$ cat config.mk
export PLATFORM = sky130hd
export DESIGN_NAME = rsdz_div
export DESIGN_NICKNAME = d
export VERILOG_FILES = /design/src/design/rsdz_pkg.sv /design/src/design/rsdz_div.sv
export SDC_FILE = /design/constraint.sdc
export NUM_CORES = 2
export LEC_CHECK = 0
export BUFFER_PORTS_ARGS = -buffer_cell sky130_fd_sc_hd__buf_2
export CORE_AREA = 2 2 304 306
export DETAILED_ROUTE_END_ITERATION = 7
export DIE_AREA = 0 0 306 308
export PLACE_DENSITY = 0.81
export SETUP_SLACK_MARGIN = 0.3
export SLEW_MARGIN = 40
export SYNTH_ARGS = -nofsm -noshare
export SYNTH_HDL_FRONTEND = slang
export SYNTH_SLANG_ARGS = --single-unit
$ cat constraint.sdc
create_clock -name clk -period 3 [get_ports clk]
set_input_delay 0.6 -clock clk [delete_from_list [all_inputs] [get_ports clk]]
set_output_delay 0.6 -clock clk [all_outputs]
set_load 0.01 [all_outputs]
$ cat src/design/rsdz_pkg.sv
// ---------------------------------------------------------------------------
// rsdz_pkg
// Shared widths, constants and stage records for the radial dead zone block.
// ---------------------------------------------------------------------------
package rsdz_pkg;

  localparam int AXIS_BITS  = 16;
  localparam int DZ_W       = 15;
  localparam int SQ_W       = 32;
  localparam int ROOT_W     = 24;
  localparam int REM_W      = 26;
  localparam int DIV_W      = 24;
  localparam int Q_W        = 16;
  localparam int SQRT_STEPS = ROOT_W;
  localparam int DIV_STEPS  = Q_W;

  localparam logic [DZ_W-1:0] DZ_RESET  = 15'd7849;
  localparam logic [15:0]     AXIS_FULL = 16'd32767;
  localparam logic [22:0]     CLIP_MAX  = {AXIS_FULL[14:0], 8'd0};

  // One square root stage: operand, partial root and remainder plus the
  // sample that rides along.
  typedef struct packed {
    logic                     valid;
    logic                     dz_hit;
    logic signed [AXIS_BITS-1:0] x;
    logic signed [AXIS_BITS-1:0] y;
    logic [SQ_W-1:0]          s;
    logic [REM_W-1:0]         rem;
    logic [ROOT_W-1:0]        root;
  } sqrt_t;

  // Side information that travels beside the dividers.
  typedef struct packed {
    logic valid;
    logic dz_hit;
    logic neg_x;
    logic neg_y;
    logic dz_full;
  } dmeta_t;

endpackage

$ cat src/design/rsdz_div.sv
// ---------------------------------------------------------------------------
// rsdz_div
// Pipelined restoring divider, one quotient bit per stage.
// The high part of the numerator must be below the divisor.
// ---------------------------------------------------------------------------
module rsdz_div (
  input  logic                        clk,
  input  logic                        en,
  input  logic [rsdz_pkg::DIV_W-1:0]  hi,
  input  logic [rsdz_pkg::Q_W-1:0]    lo,
  input  logic [rsdz_pkg::DIV_W-1:0]  div,
  output logic [rsdz_pkg::Q_W-1:0]    quo
);

  logic [rsdz_pkg::DIV_W-1:0] rem  [0:rsdz_pkg::DIV_STEPS];
  logic [rsdz_pkg::Q_W-1:0]   low  [0:rsdz_pkg::DIV_STEPS];
  logic [rsdz_pkg::DIV_W-1:0] dv   [0:rsdz_pkg::DIV_STEPS];
  logic [rsdz_pkg::Q_W-1:0]   q    [0:rsdz_pkg::DIV_STEPS];

  assign rem[0] = hi;
  assign low[0] = lo;
  assign dv[0]  = div;
  assign q[0]   = '0;

  for (genvar k = 0; k < rsdz_pkg::DIV_STEPS; k++) begin : g_step
    logic [rsdz_pkg::DIV_W:0] r2;
    logic                     ge;
    logic [rsdz_pkg::DIV_W:0] diff;

    assign r2   = {rem[k], low[k][rsdz_pkg::Q_W-1]};
    assign diff = r2 - {1'b0, dv[k]};
    assign ge   = (r2 >= {1'b0, dv[k]});

    always_ff @(posedge clk) begin
      if (en) begin
        rem[k+1] <= ge ? diff[rsdz_pkg::DIV_W-1:0] : r2[rsdz_pkg::DIV_W-1:0];
        low[k+1] <= {low[k][rsdz_pkg::Q_W-2:0], 1'b0};
        dv[k+1]  <= dv[k];
        q[k+1]   <= {q[k][rsdz_pkg::Q_W-2:0], ge};
      end
    end
  end

  assign quo = q[rsdz_pkg::DIV_STEPS];

endmodule

* After elaboration in Yosys (flattened, before gate mapping)
Index checks and enable logic that the tools add are counted.
Word-level totals: register bits 976, output and inout port bits 16, bits of input ports 66
Cells by class: $add $sub $neg 15, $lt $le $gt $ge 16, mux-type cells 15
Operators by type and width (count):
- >= comparator 25 x 24 -> 1 bit | 16
- two-way mux 24 bit | 15
- subtractor 24 bit | 15

* Logic depth before layout (Yosys ltp)
depth after elaboration 2, gate-level depth with buffers 14, gate-level depth less buffers 13

* Worst setup path before layout
Ideal clock, no wire load.
kind flip-flop to flip-flop, start point reg dv[97] (netlist bit), end point reg rem, in the netlist g_step[13].r2[17] (data pin), path slack -0.253 ns, clock period less this slack 3.253 ns, buffers on the path 1, arrival 2.993 ns, cell stages (with the launch flop) 14, path through edfxtp_1 > inv_1 > ha_1 > nor2b_1 > o21ai_2 > a21oi_2 > o41ai_4 > o21ai_2 > a41o_1 > o221ai_2 > o211ai_2 > a311oi_4 > buf_6 > mux2_2
Between the ends: longest elaborated chain between the ends 2, elaborated cells between the ends (all ways) 3, classes of those cells add/sub (1); order compare (1); mux (1)
Ends and longest elaborated chain:
- start: declaration | RTL line rsdz_div.sv:17 | logic [rsdz_pkg::DIV_W-1:0] dv [0:rsdz_pkg::DIV_STEPS];
- start signal: indexed assignment | RTL line rsdz_div.sv:38 | dv[k+1] <= dv[k];
- subtractor 24 bit or >= comparator 25 x 24 -> 1 bit (tied branches) | RTL line rsdz_div.sv:31, rsdz_div.sv:32
- two-way mux 24 bit * | RTL line rsdz_div.sv:36 | rem[k+1] <= ge ? diff[rsdz_pkg::DIV_W-1:0] : r2[rsdz_pkg::DIV_W-1:0];
- end signal: indexed assignment | RTL line rsdz_div.sv:36
- end: declaration | RTL line rsdz_div.sv:15 | logic [rsdz_pkg::DIV_W-1:0] rem [0:rsdz_pkg::DIV_STEPS];
Mark *: on every way between the ends. The rest lies on a longest branch, timed or not. A chain may end at the register's enable or synchronous reset.

* Worst setup path in the final report
start point reg rem, in the netlist g_step[14].r2[10], end point reg rem, in the netlist g_step[15].r2[23] (data pin)
Between the ends: longest elaborated chain between the ends 2, elaborated cells between the ends (all ways) 3, classes of those cells add/sub (1); order compare (1); mux (1)
Ends and longest elaborated chain (RTL line):
- subtractor 24 bit or >= comparator 25 x 24 -> 1 bit (tied branches) | rsdz_div.sv:31, rsdz_div.sv:32
- two-way mux 24 bit * | rsdz_div.sv:36
Marked as above.

==> flow_results.xml <==
<?xml version="1.0" encoding="UTF-8"?>
<metrics>
  <group name="critical_path">
    <metric name="ff2ff_path_depth" unit="">12</metric>
    <metric name="cp_num_cells" unit="">12</metric>
    <metric name="critical_path.max_stage_delay" unit="ps">440</metric>
    <metric name="worstPathRequired" unit="ps">3450</metric>
    <metric name="worstPathCellList" unit="">ha_1 &gt; nand4_1 &gt; nor2_2 &gt; o21a_1 &gt; o31ai_4 &gt; a21boi_2 &gt; a311oi_2 &gt; o41ai_2 &gt; a21bo_2 &gt; buf_6 &gt; buf_16 &gt; mux2_4</metric>
    <metric name="critical_path.endpoint_type" unit="">flip-flop</metric>
    <metric name="critical_path_class" unit="">reg -&gt; reg</metric>
    <metric name="cell_with_the_largest_stage_delay_on_the_worst_path" unit="">o41ai_2</metric>
    <metric name="timing.critical_path.fanout_max" unit="">6</metric>
    <metric name="setup.worst_path.start_class" unit="">flip-flop</metric>
    <metric name="worst_ep_arrival_time" unit="ps">3930</metric>
    <metric name="path_delay_family" unit="">compound AO/OA/AOI/OAI gates</metric>
    <metric name="critical_path.n_buffers_inverters" unit="">2</metric>
  </group>
  <group name="final_layout">
    <metric name="final_cell_area" unit="sq mm">0.06827</metric>
    <metric name="most-common-layout-cells" unit="">edfxtp_1, buf_4, inv_1</metric>
    <metric name="antenna_cells" unit="">0</metric>
    <metric name="area_delta_synth_final" unit="%">30.69</metric>
    <metric name="fin_nets" unit="">5765</metric>
    <metric name="layout_commonest_cell" unit="">edfxtp_1</metric>
    <metric name="drive_above_1_share" unit="">0.3295</metric>
    <metric name="final_core_util" unit="">0.7505</metric>
  </group>
  <group name="timing">
    <metric name="maxClockFrequency" unit="GHz">0.2866</metric>
    <metric name="finalCritPeriodShare" unit="">1.163</metric>
    <metric name="worst_slew_pin_tran" unit="ps">1004</metric>
    <metric name="final.hold.worst_slack" unit="ps">85.49</metric>
    <metric name="final_critical_path_setup_slack" unit="ps">-488.6</metric>
    <metric name="number_of_failing_hold_endpoints_at_the_final_stage" unit="">0</metric>
    <metric name="finClkSkew" unit="ps">59.82</metric>
    <metric name="finalMaxSlewViolations" unit="">0</metric>
    <metric name="finalSetupViolations" unit="">325</metric>
    <metric name="finalCriticalPeriod" unit="ps">3489</metric>
    <metric name="maxSlewHeadroom" unit="">0.3133</metric>
    <metric name="rsz0062_at_grt" unit="">true</metric>
  </group>
  <group name="logic_synthesis">
    <metric name="synth_top_flop_cell" unit="">edfxtp_1</metric>
    <metric name="synth_nets" unit="">4805</metric>
    <metric name="ys_async_sr_fraction" unit="">0</metric>
    <metric name="mappedNetlistArea" unit="sq mm">0.05224</metric>
    <metric name="synth_fa_ha_area_frac" unit="">0.09772</metric>
    <metric name="post_synth_xor_area_fraction" unit="">0.04980</metric>
    <metric name="post_synth.cell_area_avg" unit="sq um">12.04</metric>
    <metric name="post_synth_inst_count" unit="">4340</metric>
    <metric name="synth_seq_area_share" unit="">0.5611</metric>
    <metric name="post_synth_num_cell_types" unit="">94</metric>
    <metric name="synth-compound-area-share" unit="">0.1275</metric>
    <metric name="number_of_storage_elements_in_the_synthesis_netlist" unit="">976</metric>
    <metric name="yosys_warnings" unit="">0</metric>
    <metric name="number_of_synthesized_flops_with_an_enable_pin" unit="">976</metric>
    <metric name="synth_top_family_by_area" unit="">compound AO/OA/AOI/OAI gates</metric>
    <metric name="post_synthesis_mux_area_share" unit="">0.04072</metric>
    <metric name="post_synth_and_or_nand_nor_area_fraction" unit="">0.07717</metric>
  </group>
  <group name="route">
    <metric name="drt_pre_antenna_iters" unit="">6</metric>
    <metric name="postRouteWirelength" unit="um">140600</metric>
    <metric name="vias_per_cell" unit="">5.936</metric>
    <metric name="drt_first_iter_violations" unit="">3265</metric>
    <metric name="drc_violation_count_after_routing" unit="">0</metric>
    <metric name="via_count" unit="">38950</metric>
    <metric name="routed_wire_length_per_instance" unit="um">21.43</metric>
    <metric name="antenna_left" unit="">0</metric>
  </group>
  <group name="place">
    <metric name="placement.io_buffers" unit="">81</metric>
    <metric name="dp_hpwl" unit="um">81710</metric>
    <metric name="routability_congestion_estimate" unit="">0.9485</metric>
    <metric name="post_dp_area" unit="sq mm">0.05893</metric>
  </group>
  <group name="job">
    <metric name="timing.max_cap.violations" unit="">0</metric>
  </group>
  <group name="clock_tree">
    <metric name="cts_tree" unit="">yes</metric>
    <metric name="cts_root_buf" unit="">clkbuf_16</metric>
    <metric name="clock_tree.htree_level_count" unit="">3</metric>
    <metric name="cts_buffers" unit="">101</metric>
    <metric name="clock-sinks" unit="">976</metric>
    <metric name="worst_setup_hold_path_clk_slew" unit="ps">60</metric>
    <metric name="clock_tree.buffer_depth" unit="">3</metric>
    <metric name="clkLatencyLatePin" unit="ps">720</metric>
    <metric name="cts_hold_buffers" unit="">0</metric>
  </group>
  <group name="power_and_ir_drop">
    <metric name="power.switching" unit="W">0.02878</metric>
    <metric name="net_switching_share_of_the_total_power" unit="">0.3677</metric>
    <metric name="pwr-share-clk" unit="">0.159</metric>
    <metric name="power_report.internal_total" unit="W">0.04949</metric>
    <metric name="leakage" unit="nW">28.89</metric>
    <metric name="finalPower" unit="W">0.07827</metric>
    <metric name="worst_ir_drop_on_vdd" unit="V">0.0006389</metric>
    <metric name="combinational_power_share" unit="">0.561</metric>
    <metric name="power_density_over_the_cells" unit="mW/mm^2">1147</metric>
    <metric name="share_seq_of_total_power" unit="">0.281</metric>
  </group>
  <group name="die">
    <metric name="rows" unit="">111</metric>
    <metric name="die-height" unit="um">308</metric>
    <metric name="die_area" unit="sq mm">0.09425</metric>
    <metric name="die_w" unit="um">306</metric>
    <metric name="boundaryPins" unit="">82</metric>
    <metric name="core-area" unit="sq mm">0.09097</metric>
    <metric name="effective_utilization_at_floorplan" unit="">0.5742</metric>
  </group>
  <group name="global_routing">
    <metric name="grt_max_degree" unit="">101</metric>
    <metric name="first_global_vias" unit="">40260</metric>
    <metric name="grt_util_all_layers" unit="">0.2733</metric>
    <metric name="overflow" unit="">0</metric>
    <metric name="antenna_violations_before_repair" unit="">1</metric>
    <metric name="grt_first_pass_wirelength" unit="um">202500</metric>
  </group>
  <group name="worst_hold_path">
    <metric name="worst_hold_class" unit="">in -&gt; reg</metric>
    <metric name="whs_path_depth" unit="">1</metric>
  </group>
  <group name="run_status">
    <metric name="violated_checks" unit="">negative setup slack</metric>
    <metric name="outcome" unit="">complete, but fails checks</metric>
  </group>
</metrics>
==> power by group through the flow <==
stage	clock network, W	logic (W)	registers (W)
2_1_floorplan	0	0.0217	0.0211
3_3_place_gp	0	0.0297	0.0217
3_5_place_dp	0	0.0307	0.0218
4_1_cts	0.0125	0.0393	0.0217
5_1_grt	0.0130	0.0465	0.0222
6_report	0.0124	0.0439	0.0220
==> state kept, by name, indices dropped and copies added (netlist names) <==
name and count:
low 105, dv 360, g_step.r2 375, q 120, quo 16
==> cell usage after synthesis, types with 26 or more instances <==
master    instances  share of area
edfxtp_1        976           0.56
inv_1           494          0.035
ha_1            384          0.092
a21oi_1         287          0.027
nand2_1         282          0.020
o21ai_0         277          0.027
nor2_1          185          0.013
xnor2_1         181          0.030
a21o_1          153          0.022
mux2_2          146          0.031
xor2_1          116          0.019
nand3_1          57         0.0055
nor2b_1          57         0.0068
nand4_1          54         0.0065
nand2b_1         47         0.0056
nor3_1           46         0.0044
clkbuf_1         45         0.0032
o21bai_1         45         0.0065
o21a_1           44         0.0063
a31oi_1          35         0.0042
and3_1           29         0.0035
o31ai_1          26         0.0037
==> path summary, 6_finish.rpt <==
check / startpoint / endpoint / slack, ps
min: lo[14] / g_step[1].r2[0] / 90
max reg2reg: g_step[14].r2[10] / g_step[15].r2[23] / -490
min reg2reg: low[157] / low[142] / 410
max: g_step[14].r2[10] / g_step[15].r2[23] / -490
==> area by class of cell <==
class,count,area [sq um]
flip-flops and latches,976,29310
clock inverters,48,521.8
multi-input cells,2771,23580
inverters,495,1901
fillers,5068,22700
repair buffers,955,8775
well taps,1186,1484
clock buffers,130,2700
==> routing by layer <==
metal  up-vias  global-route usage  part of all wire
li1      17800                   -                 -
met1     18730              0.2391              0.31
met2      1660              0.5434              0.54
met3       760             0.03546             0.045
met4         2              0.2294             0.099
met5         -                   0          0.000064
==> cell families after synthesis <==
family	after synthesis
compound gates	1047
flops	976
simple gates	842
buf+inv	593
fa+ha+maj	399
xor+xnor	297
mux	186
==> through the flow <==
stage	std cells	setup TNS, ps	setup WS [ps]
6_report	6561	-66080	-488.6
5_1_grt	6561	-90700	-502.2
4_1_cts	6481	-41510	-374.9
3_5_place_dp	6070	-72910	-417.2
3_3_place_gp	6070	-57290	-350.6
2_1_floorplan	4340	-6697	-252.6
==> what timing repair did <==
action | 4_1_cts | 5_1_grt
resized for setup | 583 | 207
endpoints found under the hold margin | 0 | 0
endpoints found under the setup margin | 351 | 361
pin swaps | 221 | 123
gates cloned | 36 | 1
setup buffers | 197 | 79
(Power assumes the default switching activity.)
